`src/design/pswc_pkg.sv`:
```
// Package for the PWM shadow write coalescer.
// Holds operation and step codes, controller state and command types,
// and the per-channel register address table. No dependencies.
`default_nettype none

package pswc_pkg;

    // Operation codes of a request
    localparam logic [2:0] OP_SET   = 3'd0;
    localparam logic [2:0] OP_UP    = 3'd1;
    localparam logic [2:0] OP_DOWN  = 3'd2;
    localparam logic [2:0] OP_FLUSH = 3'd3;
    localparam logic [2:0] OP_READ  = 3'd4;

    // Pending step codes
    localparam logic [1:0] STEP_NONE = 2'd0;
    localparam logic [1:0] STEP_DOWN = 2'd1;
    localparam logic [1:0] STEP_UP   = 2'd2;

    // Result kinds
    localparam logic KIND_FRAME = 1'b0;
    localparam logic KIND_DONE  = 1'b1;

    // Frame lengths in bytes
    localparam logic [1:0] LEN_NONE  = 2'd0;
    localparam logic [1:0] LEN_TWO   = 2'd2;
    localparam logic [1:0] LEN_THREE = 2'd3;

    // Controller states
    typedef enum logic [2:0] {
        S_IDLE,
        S_EVAL,
        S_SCAN,
        S_DONE
    } t_state;

    // Controller to datapath commands
    typedef struct packed {
        logic accept;       // request taken this cycle
        logic rd_single;    // read the addressed channel
        logic scan_start;   // start a flush scan at channel zero
        logic eval_single;  // apply a set or capture a read
        logic scan_step;    // one flush scan step
        logic done;         // emit the done result
    } t_cmd;

    // Datapath to controller status
    typedef struct packed {
        logic scan_end;     // every channel has been read
    } t_stat;

    // Low register address of a channel, repeating every sixteen channels
    function automatic logic [7:0] addr_low(input logic [3:0] ch);
        logic [7:0] a;
        case (ch)
            4'd0:    a = 8'h40;
            4'd1:    a = 8'h44;
            4'd2:    a = 8'h3C;
            4'd3:    a = 8'h38;
            4'd4:    a = 8'h10;
            4'd5:    a = 8'h14;
            4'd6:    a = 8'h0C;
            4'd7:    a = 8'h08;
            4'd8:    a = 8'h20;
            4'd9:    a = 8'h24;
            4'd10:   a = 8'h1C;
            4'd11:   a = 8'h18;
            4'd12:   a = 8'h30;
            4'd13:   a = 8'h34;
            4'd14:   a = 8'h2C;
            4'd15:   a = 8'h28;
            default: a = 8'h40;
        endcase
        return a;
    endfunction

endpackage

`default_nettype wire

```
`src/design/pswc_ram.sv`:
```
// Generic single-write, single-read RAM with registered read data.
// No dependencies.
`default_nettype none

module pswc_ram #(
    parameter int WIDTH = 12,
    parameter int DEPTH = 16
) (
    input  wire logic                                 i_clk,
    input  wire logic                                 i_wr_en,
    input  wire logic [(DEPTH > 1 ? $clog2(DEPTH) : 1)-1:0] i_wr_addr,
    input  wire logic [WIDTH-1:0]                     i_wr_data,
    input  wire logic                                 i_rd_en,
    input  wire logic [(DEPTH > 1 ? $clog2(DEPTH) : 1)-1:0] i_rd_addr,
    output logic      [WIDTH-1:0]                     o_rd_data
);

    logic [WIDTH-1:0] r_mem [DEPTH];
    logic [WIDTH-1:0] r_rd_data;

    // Storage write and registered read
    always_ff @(posedge i_clk) begin
        if (i_wr_en) begin
            r_mem[i_wr_addr] <= i_wr_data;
        end
        if (i_rd_en) begin
            r_rd_data <= r_mem[i_rd_addr];
        end
    end

    assign o_rd_data = r_rd_data;

endmodule

`default_nettype wire

```
`src/design/pswc_ctrl.sv`:
```
// Controller state machine of the PWM shadow write coalescer.
// Depends on pswc_pkg for states, opcodes and the command/status structs.
`default_nettype none

module pswc_ctrl
    import pswc_pkg::*;
(
    input  wire logic       i_clk,
    input  wire logic       i_rst_n,
    input  wire logic       i_start,
    input  wire logic [2:0] i_operation,
    input  wire t_stat      i_stat,
    output t_cmd            o_cmd,
    output logic            o_busy
);

    t_state r_state;
    t_state n_state;

    // State register
    always_ff @(posedge i_clk) begin
        if (!i_rst_n) begin
            r_state <= S_IDLE;
        end else begin
            r_state <= n_state;
        end
    end

    // Next state
    always_comb begin
        n_state = r_state;
        case (r_state)
            S_IDLE: begin
                if (i_start) begin
                    case (i_operation)
                        OP_SET, OP_READ: n_state = S_EVAL;
                        OP_FLUSH:        n_state = S_SCAN;
                        default:         n_state = S_DONE;
                    endcase
                end
            end
            S_EVAL: n_state = S_DONE;
            S_SCAN: begin
                if (i_stat.scan_end) begin
                    n_state = S_DONE;
                end
            end
            S_DONE:  n_state = S_IDLE;
            default: n_state = S_IDLE;
        endcase
    end

    // Commands
    always_comb begin
        o_cmd  = '0;
        o_busy = 1'b1;
        case (r_state)
            S_IDLE: begin
                o_busy       = 1'b0;
                o_cmd.accept = i_start;
                if (i_start) begin
                    o_cmd.rd_single  = (i_operation == OP_SET) || (i_operation == OP_READ);
                    o_cmd.scan_start = (i_operation == OP_FLUSH);
                end
            end
            S_EVAL:  o_cmd.eval_single = 1'b1;
            S_SCAN:  o_cmd.scan_step   = 1'b1;
            S_DONE:  o_cmd.done        = 1'b1;
            default: o_busy            = 1'b1;
        endcase
    end

endmodule

`default_nettype wire

```
`src/design/pswc_dpath.sv`:
```
// Datapath of the PWM shadow write coalescer: shadow value RAM, valid and
// pending-step flags, flush scan counter, frame builder and result registers.
// Depends on pswc_pkg and pswc_ram.
`default_nettype none

module pswc_dpath
    import pswc_pkg::*;
#(
    parameter int NUM_CHANNELS = 16,
    parameter int PWM_MAX      = 4095
) (
    input  wire logic        i_clk,
    input  wire logic        i_rst_n,
    input  wire t_cmd        i_cmd,
    input  wire logic [2:0]  i_operation,
    input  wire logic [3:0]  i_led_index,
    input  wire logic [15:0] i_value,
    output t_stat            o_stat,
    output logic             o_valid,
    output logic             o_kind,
    output logic [1:0]       o_frame_length,
    output logic [7:0]       o_byte_first,
    output logic [7:0]       o_byte_second,
    output logic [7:0]       o_byte_third,
    output logic [11:0]      o_read_value,
    output logic             o_last
);

    localparam int CW = $clog2(PWM_MAX + 1);
    localparam int IW = (NUM_CHANNELS > 1) ? $clog2(NUM_CHANNELS) : 1;
    localparam int SW = $clog2(NUM_CHANNELS + 1);

    // Latched request
    logic [2:0]    r_op;
    logic [IW-1:0] r_idx;
    logic [15:0]   r_val;
    logic          r_ok;

    // Channel flags, scan counter, read capture
    logic [NUM_CHANNELS-1:0] r_vld;
    logic [1:0]              r_pend [NUM_CHANNELS];
    logic [SW-1:0]           r_scan;
    logic                    r_rd_vld;
    logic [CW-1:0]           r_hold;

    // Result registers
    logic        r_o_valid;
    logic        r_o_kind;
    logic [1:0]  r_o_len;
    logic [7:0]  r_o_b1;
    logic [7:0]  r_o_b2;
    logic [7:0]  r_o_b3;
    logic [11:0] r_o_rv;
    logic        r_o_last;

    logic          l_in_ok;
    logic [IW-1:0] l_in_idx;
    logic          l_rd_en;
    logic [IW-1:0] l_rd_addr;
    logic [CW-1:0] l_rd_data;
    logic [IW-1:0] l_eidx;
    logic [CW-1:0] l_ov;
    logic [CW-1:0] l_nv;
    logic          l_wr;
    logic [15:0]   l_ov16;
    logic [15:0]   l_nv16;
    logic [7:0]    l_addr;
    logic          l_lo_diff;
    logic          l_hi_diff;

    assign l_in_ok  = 32'(i_led_index) < NUM_CHANNELS;
    assign l_in_idx = IW'(i_led_index);

    assign o_stat.scan_end = (32'(r_scan) == NUM_CHANNELS);

    // RAM read address: addressed channel, first channel, or next scan channel
    always_comb begin
        l_rd_en   = i_cmd.rd_single || i_cmd.scan_start
                    || (i_cmd.scan_step && !o_stat.scan_end);
        l_rd_addr = r_scan[IW-1:0];
        if (i_cmd.rd_single) begin
            l_rd_addr = l_in_idx;
        end else if (i_cmd.scan_start) begin
            l_rd_addr = '0;
        end
    end

    // Evaluate the channel read last cycle: new value and write enable
    always_comb begin
        l_eidx = i_cmd.scan_step ? IW'(r_scan - SW'(1)) : r_idx;
        l_ov   = r_rd_vld ? l_rd_data : '0;
        l_nv   = l_ov;
        l_wr   = 1'b0;
        if (i_cmd.eval_single && (r_op == OP_SET) && r_ok && (32'(r_val) <= PWM_MAX)) begin
            l_wr = 1'b1;
            l_nv = CW'(r_val);
        end
        if (i_cmd.scan_step) begin
            case (r_pend[l_eidx])
                STEP_UP: begin
                    if (32'(l_ov) < PWM_MAX) begin
                        l_wr = 1'b1;
                        l_nv = l_ov + CW'(1);
                    end
                end
                STEP_DOWN: begin
                    if (l_ov != '0) begin
                        l_wr = 1'b1;
                        l_nv = l_ov - CW'(1);
                    end
                end
                default: l_wr = l_wr;
            endcase
        end
    end

    // Byte comparison for the minimal frame
    assign l_ov16    = 16'(l_ov);
    assign l_nv16    = 16'(l_nv);
    assign l_addr    = addr_low(4'(l_eidx));
    assign l_lo_diff = l_ov16[7:0] != l_nv16[7:0];
    assign l_hi_diff = l_ov16[15:8] != l_nv16[15:8];

    pswc_ram #(
        .WIDTH (CW),
        .DEPTH (NUM_CHANNELS)
    ) u_ram (
        .i_clk     (i_clk),
        .i_wr_en   (l_wr),
        .i_wr_addr (l_eidx),
        .i_wr_data (l_nv),
        .i_rd_en   (l_rd_en),
        .i_rd_addr (l_rd_addr),
        .o_rd_data (l_rd_data)
    );

    // Request capture, read capture and scan counter
    always_ff @(posedge i_clk) begin
        if (i_cmd.accept) begin
            r_op  <= i_operation;
            r_idx <= l_in_idx;
            r_val <= i_value;
            r_ok  <= l_in_ok;
        end
        if (l_rd_en) begin
            r_rd_vld <= r_vld[l_rd_addr];
        end
        if (i_cmd.eval_single) begin
            r_hold <= r_ok ? l_ov : '0;
        end
        if (i_cmd.scan_start) begin
            r_scan <= SW'(1);
        end else if (i_cmd.scan_step && !o_stat.scan_end) begin
            r_scan <= r_scan + SW'(1);
        end
    end

    // Valid and pending flags
    always_ff @(posedge i_clk) begin
        if (!i_rst_n) begin
            r_vld <= '0;
            for (int i = 0; i < NUM_CHANNELS; i++) begin
                r_pend[i] <= STEP_NONE;
            end
        end else begin
            if (l_wr) begin
                r_vld[l_eidx] <= 1'b1;
            end
            if (i_cmd.accept && l_in_ok && (i_operation == OP_UP)) begin
                r_pend[l_in_idx] <= STEP_UP;
            end
            if (i_cmd.accept && l_in_ok && (i_operation == OP_DOWN)) begin
                r_pend[l_in_idx] <= STEP_DOWN;
            end
            if (i_cmd.scan_step) begin
                r_pend[l_eidx] <= STEP_NONE;
            end
        end
    end

    // Result strobe
    always_ff @(posedge i_clk) begin
        if (!i_rst_n) begin
            r_o_valid <= 1'b0;
        end else begin
            r_o_valid <= i_cmd.done || (l_wr && (l_lo_diff || l_hi_diff));
        end
    end

    // Result payload: done marker or write frame
    always_ff @(posedge i_clk) begin
        r_o_kind <= KIND_FRAME;
        r_o_len  <= LEN_TWO;
        r_o_b1   <= l_addr;
        r_o_b2   <= l_nv16[7:0];
        r_o_b3   <= 8'd0;
        r_o_rv   <= 12'd0;
        r_o_last <= 1'b0;
        if (i_cmd.done) begin
            r_o_kind <= KIND_DONE;
            r_o_len  <= LEN_NONE;
            r_o_b1   <= 8'd0;
            r_o_b2   <= 8'd0;
            r_o_rv   <= (r_op == OP_READ) ? 12'(r_hold) : 12'd0;
            r_o_last <= 1'b1;
        end else if (l_lo_diff && l_hi_diff) begin
            r_o_len <= LEN_THREE;
            r_o_b3  <= l_nv16[15:8];
        end else if (!l_lo_diff) begin
            // high part only
            r_o_b1 <= l_addr + 8'd1;
            r_o_b2 <= l_nv16[15:8];
        end
    end

    assign o_valid        = r_o_valid;
    assign o_kind         = r_o_kind;
    assign o_frame_length = r_o_len;
    assign o_byte_first   = r_o_b1;
    assign o_byte_second  = r_o_b2;
    assign o_byte_third   = r_o_b3;
    assign o_read_value   = r_o_rv;
    assign o_last         = r_o_last;

endmodule

`default_nettype wire

```
`src/design/pwm_shadow_write_coalescer.sv`:
```
// PWM shadow write coalescer, top level.
// Sequence: a set or read goes from the accepting idle state through evaluate to done; marks and
// unknown operations go straight to done; a flush scans one channel per cycle through the RAM read port.
// One request at a time; busy stays high through the done cycle, so a new request is taken only
// once the block is back in idle. Results strobe one cycle each and cannot be stalled.
// Synchronous active-low reset clears all valid flags, so values read as zero, and pending steps.
`default_nettype none

module pwm_shadow_write_coalescer
    import pswc_pkg::*;
#(
    parameter int NUM_CHANNELS = 16,
    parameter int PWM_MAX      = 4095
) (
    input  wire logic        i_clk,
    input  wire logic        i_rst_n,
    input  wire logic        start,
    output logic             busy,
    input  wire logic [2:0]  i_operation,
    input  wire logic [3:0]  i_led_index,
    input  wire logic [15:0] i_value,
    output logic             o_valid,
    output logic             o_kind,
    output logic [1:0]       o_frame_length,
    output logic [7:0]       o_byte_first,
    output logic [7:0]       o_byte_second,
    output logic [7:0]       o_byte_third,
    output logic [11:0]      o_read_value,
    output logic             o_last
);

    t_cmd  l_cmd;
    t_stat l_stat;

    pswc_ctrl u_ctrl (
        .i_clk       (i_clk),
        .i_rst_n     (i_rst_n),
        .i_start     (start),
        .i_operation (i_operation),
        .i_stat      (l_stat),
        .o_cmd       (l_cmd),
        .o_busy      (busy)
    );

    pswc_dpath #(
        .NUM_CHANNELS (NUM_CHANNELS),
        .PWM_MAX      (PWM_MAX)
    ) u_dpath (
        .i_clk          (i_clk),
        .i_rst_n        (i_rst_n),
        .i_cmd          (l_cmd),
        .i_operation    (i_operation),
        .i_led_index    (i_led_index),
        .i_value        (i_value),
        .o_stat         (l_stat),
        .o_valid        (o_valid),
        .o_kind         (o_kind),
        .o_frame_length (o_frame_length),
        .o_byte_first   (o_byte_first),
        .o_byte_second  (o_byte_second),
        .o_byte_third   (o_byte_third),
        .o_read_value   (o_read_value),
        .o_last         (o_last)
    );

endmodule

`default_nettype wire

```
`config.mk`:
```
export PLATFORM = sky130hd
export DESIGN_NAME = pwm_shadow_write_coalescer
export DESIGN_NICKNAME = d
export VERILOG_FILES = /design/src/design/pswc_pkg.sv /design/src/design/pswc_ram.sv /design/src/design/pswc_ctrl.sv /design/src/design/pswc_dpath.sv /design/src/design/pwm_shadow_write_coalescer.sv
export SDC_FILE = /design/constraint.sdc
export NUM_CORES = 1
export LEC_CHECK = 0
export CAP_MARGIN = 20
export CORE_ASPECT_RATIO = 1.4
export CORE_MARGIN = 2
export CORE_UTILIZATION = 56
export DETAILED_ROUTE_END_ITERATION = 10
export DONT_BUFFER_PORTS = 1
export HOLD_SLACK_MARGIN = 0.15
export MAX_ROUTING_LAYER = met4
export PLACE_DENSITY_LB_ADDON = 0.15
export REMOVE_ABC_BUFFERS = 1
export SLEW_MARGIN = 20
export SYNTH_ARGS = -nofsm -noshare
export SYNTH_HDL_FRONTEND = slang
export SYNTH_SLANG_ARGS = --single-unit
```
`constraint.sdc`:
```
create_clock -name i_clk -period 6.7 [get_ports i_clk]
set_clock_uncertainty 0.05 [all_clocks]
set_input_delay 0.335 -clock i_clk [delete_from_list [all_inputs] [get_ports i_clk]]
set_output_delay 0.335 -clock i_clk [all_outputs]
set_load 0.03 [all_outputs]
```
After elaboration in Yosys (flattened, before gate mapping) --
Memory sizes are Yosys's and may differ from the RTL's. A register that Yosys moved wholly into a read port is not among the register bits. Index checks and enable logic that the tools add are counted.
Storage, ports and cells: flip-flop bits (word level) 100, memory bits (writable) 224, bits in read-only memories 80, bits of input ports 26, output and inout port bits 42, logic and storage cells 124, memories 3
Memory list:
- u_dpath.u_ram.r_mem | depth 16, bits a word 12, rd ports 1, clocked after memory_dff 1, wr ports 1, RTL line pswc_ram.sv:18 | logic [WIDTH-1:0] r_mem [DEPTH];
- (no name shown) | depth 16, bits a word 5, rd ports 1, clocked after memory_dff 0, wr ports 0, RTL line pswc_pkg.sv:55 | case (ch)
- u_dpath.r_pend | depth 16, bits a word 2, rd ports 1, clocked after memory_dff 0, wr ports 16, RTL line pswc_dpath.sv:41 | logic [1:0] r_pend [NUM_CHANNELS];
Operators by class: add/subtract/negate cells 5, magnitude comparators 5, eq/ne operators 15, mux-type cells 53, bitwise logic cells 3, reduce and logical (&&, ||, !) cells 24
Operator list (number):
- $mux 12 | 5
- $mux 8 | 4
- $mux 1 | 26
- $pmux 12 s2 | 1
- $mux 4 | 5
- $le 16x12->1 const B | 1
- $or 16x16->16 | 1
- $add 12x1->12 const B | 1
- $eq 3x2->1 const B | 4
- $lt 12x12->1 const B | 1
- $reduce_bool 12->1 | 1
- $sub 12x1->12 const B | 1
- $lt 4x5->1 const B | 2
- $logic_not 3->1 | 3
- $mux 3 | 3
- $pmux 3 s3 | 1
- $add 8x1->8 const B | 1
- $logic_and 1x1->1 | 8
- $mux 2 | 4
- $ne 8x8->1 | 1
- $reduce_or 2->1 | 4
- $eq 3x1->1 const B | 2
- $eq 3x3->1 const B | 2
- $add 5x1->5 const B | 1
- other kinds (17) | 22

Depth between registers and ports, before layout --
depth after elaboration 12, depth in mapped cells 20, gate-level depth less buffers 17

By module --
From an unflattened synthesis, not the netlist that was laid out.
Second synthesis, totals: cells, all modules 1145, area total of the unflattened synthesis 14595.2 µm²
By module, submodules not included:
- pswc_ram | times used 1, cells an instance 329, area an instance 7719.9 µm², seq. area each 6125.9 µm²
- pswc_dpath | times used 1, cells an instance 789, area an instance 6670.1 µm², seq. area each 2822.7 µm²
- pswc_ctrl | times used 1, cells an instance 27, area an instance 205.2 µm², seq. area each 40.0 µm²

Worst setup path before layout --
No wires, ideal clock.
path type register -> register, start point register u_dpath.r_scan[0], end point register u_dpath.r_o_b2[1] (netlist: u_dpath.o_byte_second[1]), setup time 86 ps, data arrival time 4876 ps, data required time 6564 ps, setup slack 1688 ps, stages on the path, launching flop included 17, buffers on the path 2, clock period less this slack 5012 ps, cell sequence dfxtp_1 -> inv_1 -> ha_1 -> mux2i_1 -> mux4_2 -> mux2i_1 -> mux2_2 -> inv_1 -> ha_1 -> buf_4 -> or4b_2 -> o41ai_4 -> nor3_1 -> clkbuf_8 -> o21ai_0 -> inv_1 -> a211oi_1
On the way: longest elaborated chain between the ends 9, elaborated cells between the ends (all ways) 12, classes of those cells add/sub (1); eq/ne (4); mux (5); reduce/logical (1); memory (1)
RTL lines:
- start, declared | RTL line pswc_dpath.sv:42 | logic [SW-1:0] r_scan;
- start signal, assigned | RTL line pswc_dpath.sv:154 | r_scan <= r_scan + SW'(1);
- $sub 4x1->4 (*) | RTL line pswc_dpath.sv:90 | l_eidx = i_cmd.scan_step ? IW'(r_scan - SW'(1)) : r_idx;
- $mux 4 (*) | RTL line pswc_dpath.sv:90
- $mem_v2 16x2 (*)
- $eq 2x1->1 or $eq 2x2->1 (tied branches) | RTL line pswc_dpath.sv:99 | case (r_pend[l_eidx])
- $pmux 12 s2 (*) | RTL line pswc_dpath.sv:99
- $mux 12 (*) | RTL line pswc_dpath.sv:98 | if (i_cmd.scan_step) begin
- via u_dpath.l_nv[9] | RTL line pswc_dpath.sv:63 | logic [CW-1:0] l_nv;
- $ne 4x4->1 | RTL line pswc_dpath.sv:122 | assign l_hi_diff = l_ov16[15:8] != l_nv16[15:8];
- $logic_and 1x1->1 | RTL line pswc_dpath.sv:206 | end else if (l_lo_diff && l_hi_diff) begin
- $mux 8 (*) | RTL line pswc_dpath.sv:206
- end signal, assigned | RTL line pswc_dpath.sv:195 | r_o_b2 <= l_nv16[7:0];
- end signal, assigned | RTL line pswc_dpath.sv:212 | r_o_b2 <= l_nv16[15:8];
- end, declared | RTL line pswc_dpath.sv:51 | logic [7:0] r_o_b2;
The timed path passes the listed nets; every way through them passes the cells marked *. A chain may end at the register's enable or synchronous reset.

Final worst setup path --
start point register u_ctrl.r_state[0], end point register u_dpath.r_o_b3[2] (netlist: u_dpath.o_byte_third[2])
On the way: longest elaborated chain between the ends 12, elaborated cells between the ends (all ways) 22, classes of those cells eq/ne (7); mux (9); bitwise (1); reduce/logical (4); memory (1)
RTL lines:
- start, declared | RTL line pswc_ctrl.sv:17 | t_state r_state;
- start signal, assigned | RTL line pswc_ctrl.sv:25 | r_state <= n_state;
- branches (longest 12 deep; another with $mem_v2 16x2)
- end signal, assigned | RTL line pswc_dpath.sv:208 | r_o_b3 <= l_nv16[15:8];
- end, declared | RTL line pswc_dpath.sv:52 | logic [7:0] r_o_b3;
Parallel ways; which one is timed is not known.

==> results.py <==
metrics = {
    "critical_path": {
        "end_kind": "register",
        "path_buf_inv": 1,
        "start_kind": "register",
        "cpMostUsedCell": "ha_1",
        "crit_slowest_cell": "mux2i_2",
        "cp.required_ns": 7.10,
        "path_class": "register to register",
        "cp.arrival_ns": 6.24,
        "critical_path.max_fanout": 18,
        "path_cells": "inv_1 > ha_1 > mux2i_2 > mux4_2 > mux2i_1 > mux2_2 > ha_1 > or4b_2 > o41ai_4 > or3_1 > o211ai_4 > a311oi_2 > nand4_2 > o21ai_4 > nor3b_1",
        "cpLargestDelayFamily": "multiplexers",
        "critPathMaxStageDelay_ns": 0.86,
    },
    "clock_tree": {
        "cts_made_buffers": 31,
        "clkTransAtPathRegs_ns": 0.06,
        "htreeDepth": 1,
        "cts.path.max_buffers": 3,
        "cts_tree": "done",
        "post-cts-setup-buffers": 0,
        "cts_root_buf": "clkbuf_16",
        "clock_latency_ns": 0.59,
        "clkSinkCount": 329,
    },
    "finish": {
        "fill_cells": 2029,
        "antenna_cells": 0,
        "final_util": 0.635,
        "finalNonFillerCells": 1525,
        "layout-drive-gt1-share": 0.152,
        "multi_input_area_um2": 5230,
        "final_area_um2": 16600,
        "final_nets": 1220,
        "most-common-layout-cells": "272 x edfxtp_1, 113 x nor2_1, 93 x nand2_1",
        "regArea_um2": 9310,
        "syn2layout_area_growth_pct": 11.0,
        "mostFrequentLayoutCell": "edfxtp_1",
    },
    "sta": {
        "fmax_mhz": 171,
        "grt_setup_unrepaired": "no",
        "period_share": 0.872,
        "setup_tns_ns": 0,
        "min_period_ns": 5.84,
        "hold_viol": 0,
        "finalSetupViolCount": 0,
        "worstMarginPinSlew_ns": 1.11,
        "whs_ns": 0.199,
        "slew_headroom": 0.257,
        "maxSlewViolCount": 0,
    },
    "routing": {
        "drc": 0,
        "firstDrtPassIters": 5,
        "viasPerCell": 6.43,
        "wl_per_cell_um": 25.4,
        "vias": 9803,
        "ant_nets": 0,
        "drt_iter0_drc": 853,
        "wl_um": 38800,
    },
    "yosys": {
        "synth_edf_count": 272,
        "ys_ff_latch": 329,
        "ys.warnings.count": 0,
        "yosysUniqueCellTypes": 91,
        "synthFlopType": "edfxtp_1",
        "syn_inst": 1161,
        "avgSynthCellArea_um2": 12.9,
        "synth.yosys.seq_area_share": 0.622,
        "async_flop_share": 0,
        "syn_area_um2": 15000,
    },
    "global_routing": {
        "grt_pass1_wl_um": 58900,
        "grt_pass1_vias": 9799,
        "groute.usage.overall": 0.289,
        "grt_overflow_total": 0,
        "grt_max_degree": 91,
        "antenna_found_initial": 0,
    },
    "power": {
        "p_seq_frac": 0.380,
        "power.density_nw_per_um2": 473,
        "clkPwrFrac": 0.235,
        "ir_drop_mv": 0.262,
        "power_leakage_nw": 5.91,
        "p_int_mw": 4.79,
        "power.net_switching_mw": 3.07,
        "comb_power_share": 0.385,
        "p_sw_frac": 0.391,
    },
    "status": {
        "outcome": "finished clean",
    },
    "placement": {
        "place_area_um2": 15200,
        "gp_congestion": 0.974,
        "dp.cells": 1439,
        "hpwl_um": 25400,
        "io_buffers": 0,
    },
    "floorplan": {
        "core_area_um2": 26200,
        "die_w_um": 142,
        "ios": 68,
        "die_h_um": 197,
        "initial_core_util": 0.572,
        "rows": 70,
        "die_area_um2": 28100,
    },
    "min_path": {
        "hold_path.class": "primary input to register",
    },
    "job": {
        "max-cap-violations": 0,
    },
}
## routing by layer
| layer | routed length, µm | up-vias | part of all wire | track usage |
|---|---|---|---|---|
| met2 | 19200 | 418 | 0.49 | 0.471 |
| met1 | 15100 | 4844 | 0.39 | 0.352 |
| met5 | 0 | - | 0 | - |
| met4 | 2240 | 0 | 0.058 | 0.151 |
| li1 | - | 4411 | - | - |
| met3 | 2220 | 130 | 0.057 | 0.0378 |
## flip-flops by register name, summed over array words and instances, names as in the netlist, 5 cells and up
signal / cells
u_dpath.r_vld: 16
u_dpath.u_ram.r_mem: 192
u_dpath.r_hold: 12
u_dpath.r_val: 16
u_dpath.r_scan: 5
u_dpath.o_read_value: 12
u_dpath.o_byte_second: 8
u_dpath.o_byte_first: 6
u_dpath.u_ram.o_rd_data: 12
u_dpath.r_pend: 32
## synthesized netlist by cell type (5+ instances only)
master / count / area share
a211o_1: 14 / 0.0082
a211oi_1: 33 / 0.017
a21oi_1: 40 / 0.013
a31oi_1: 19 / 0.0079
and2_1: 17 / 0.0071
and3_1: 20 / 0.0084
buf_2: 12 / 0.0040
buf_4: 11 / 0.0055
clkbuf_1: 41 / 0.010
dfxtp_1: 57 / 0.076
edfxtp_1: 272 / 0.55
ha_1: 18 / 0.015
inv_1: 29 / 0.0073
mux2_2: 54 / 0.041
mux2i_1: 61 / 0.041
mux4_2: 8 / 0.012
nand2_1: 93 / 0.023
nand3_1: 19 / 0.0064
nand4_1: 9 / 0.0038
nor2_1: 113 / 0.028
nor2b_1: 8 / 0.0033
nor3_1: 22 / 0.0074
nor4_1: 6 / 0.0025
o211ai_1: 16 / 0.0080
o21a_1: 19 / 0.0095
o21ai_0: 20 / 0.0067
o221ai_1: 5 / 0.0029
o32ai_1: 7 / 0.0041
xnor2_1: 11 / 0.0064
xor2_1: 6 / 0.0035
## cell type report
cell class / count / share of cell area
clock inverter: 16 / 0.0108
tap: 324 / 0.0244
inverter: 29 / 0.00655
multi-input combinational: 734 / 0.315
sequential: 329 / 0.560
timing repair buffer: 51 / 0.0279
clock buffer: 42 / 0.0554
## worst paths after layout
check                                                     from                                   to  slack (ns)  cells past startpoint
worst max register to register  u_ctrl.r_state[0]$_SDFFE_PN0P_   u_dpath.o_byte_third[2]$_SDFF_PP0_        0.86                     15
worst min register to register    u_dpath.r_hold[11]$_DFFE_PN_  u_dpath.o_read_value[11]$_SDFF_PN0_        0.40                      1
worst min-delay path                            i_operation[2]       u_dpath.r_scan[2]$_SDFFE_PP0P_        0.20                      3
worst max-delay path            u_ctrl.r_state[0]$_SDFFE_PN0P_   u_dpath.o_byte_third[2]$_SDFF_PP0_        0.86                     15
## power groups by stage
stage	Combinational (mW)	Clock (mW)	Sequential (mW)
after floorplan	2.10	0	2.97
after global placement	2.94	0	3.02
after detailed placement	2.97	0	3.03
after CTS	3.00	1.87	2.98
after global routing	3.26	1.95	3.01
final	3.03	1.84	2.99
## through the flow
| step | setup slack [ns] | power, mW |
|---|---|---|
| finish | 0.858 | 7.86 |
| global route | 0.392 | 8.22 |
| CTS | 0.866 | 7.85 |
| detailed placement | 0.917 | 5.99 |
| global placement | 1.04 | 5.96 |
| floorplan | -2.21 | 5.07 |
## worst reg2reg max path: stages, from the launching register on
cell,delay [ns]
dfxtp_1,0.34
inv_1,0.09
ha_1,0.58
mux2i_2,0.87
mux4_2,0.60
mux2i_1,0.15
mux2_2,0.22
ha_1,0.35
or4b_2,0.65
o41ai_4,0.34
or3_1,0.39
o211ai_4,0.12
a311oi_2,0.33
nand4_2,0.24
o21ai_4,0.30
nor3b_1,0.09
## kinds of logic (layout without fill, tap and decap cells)
family	count (synthesis)	after routing	share of synthesized area
AND/OR/NAND/NOR	344	344	0.113
flip-flops	329	329	0.622
AO/OA/AOI/OAI	225	225	0.112
multiplexers	124	124	0.0943
buffers and inverters	103	138	0.0343
adder cells (fa/ha/maj)	18	18	0.0150
XOR/XNOR	17	17	0.00994
other	1	6	0.000250
## what timing repair did
item                      CTS  global route
hold buffers               28             0
gates resized for setup     0             0
hold endpoints to repair   75             0
(Power assumes the default switching activity.)
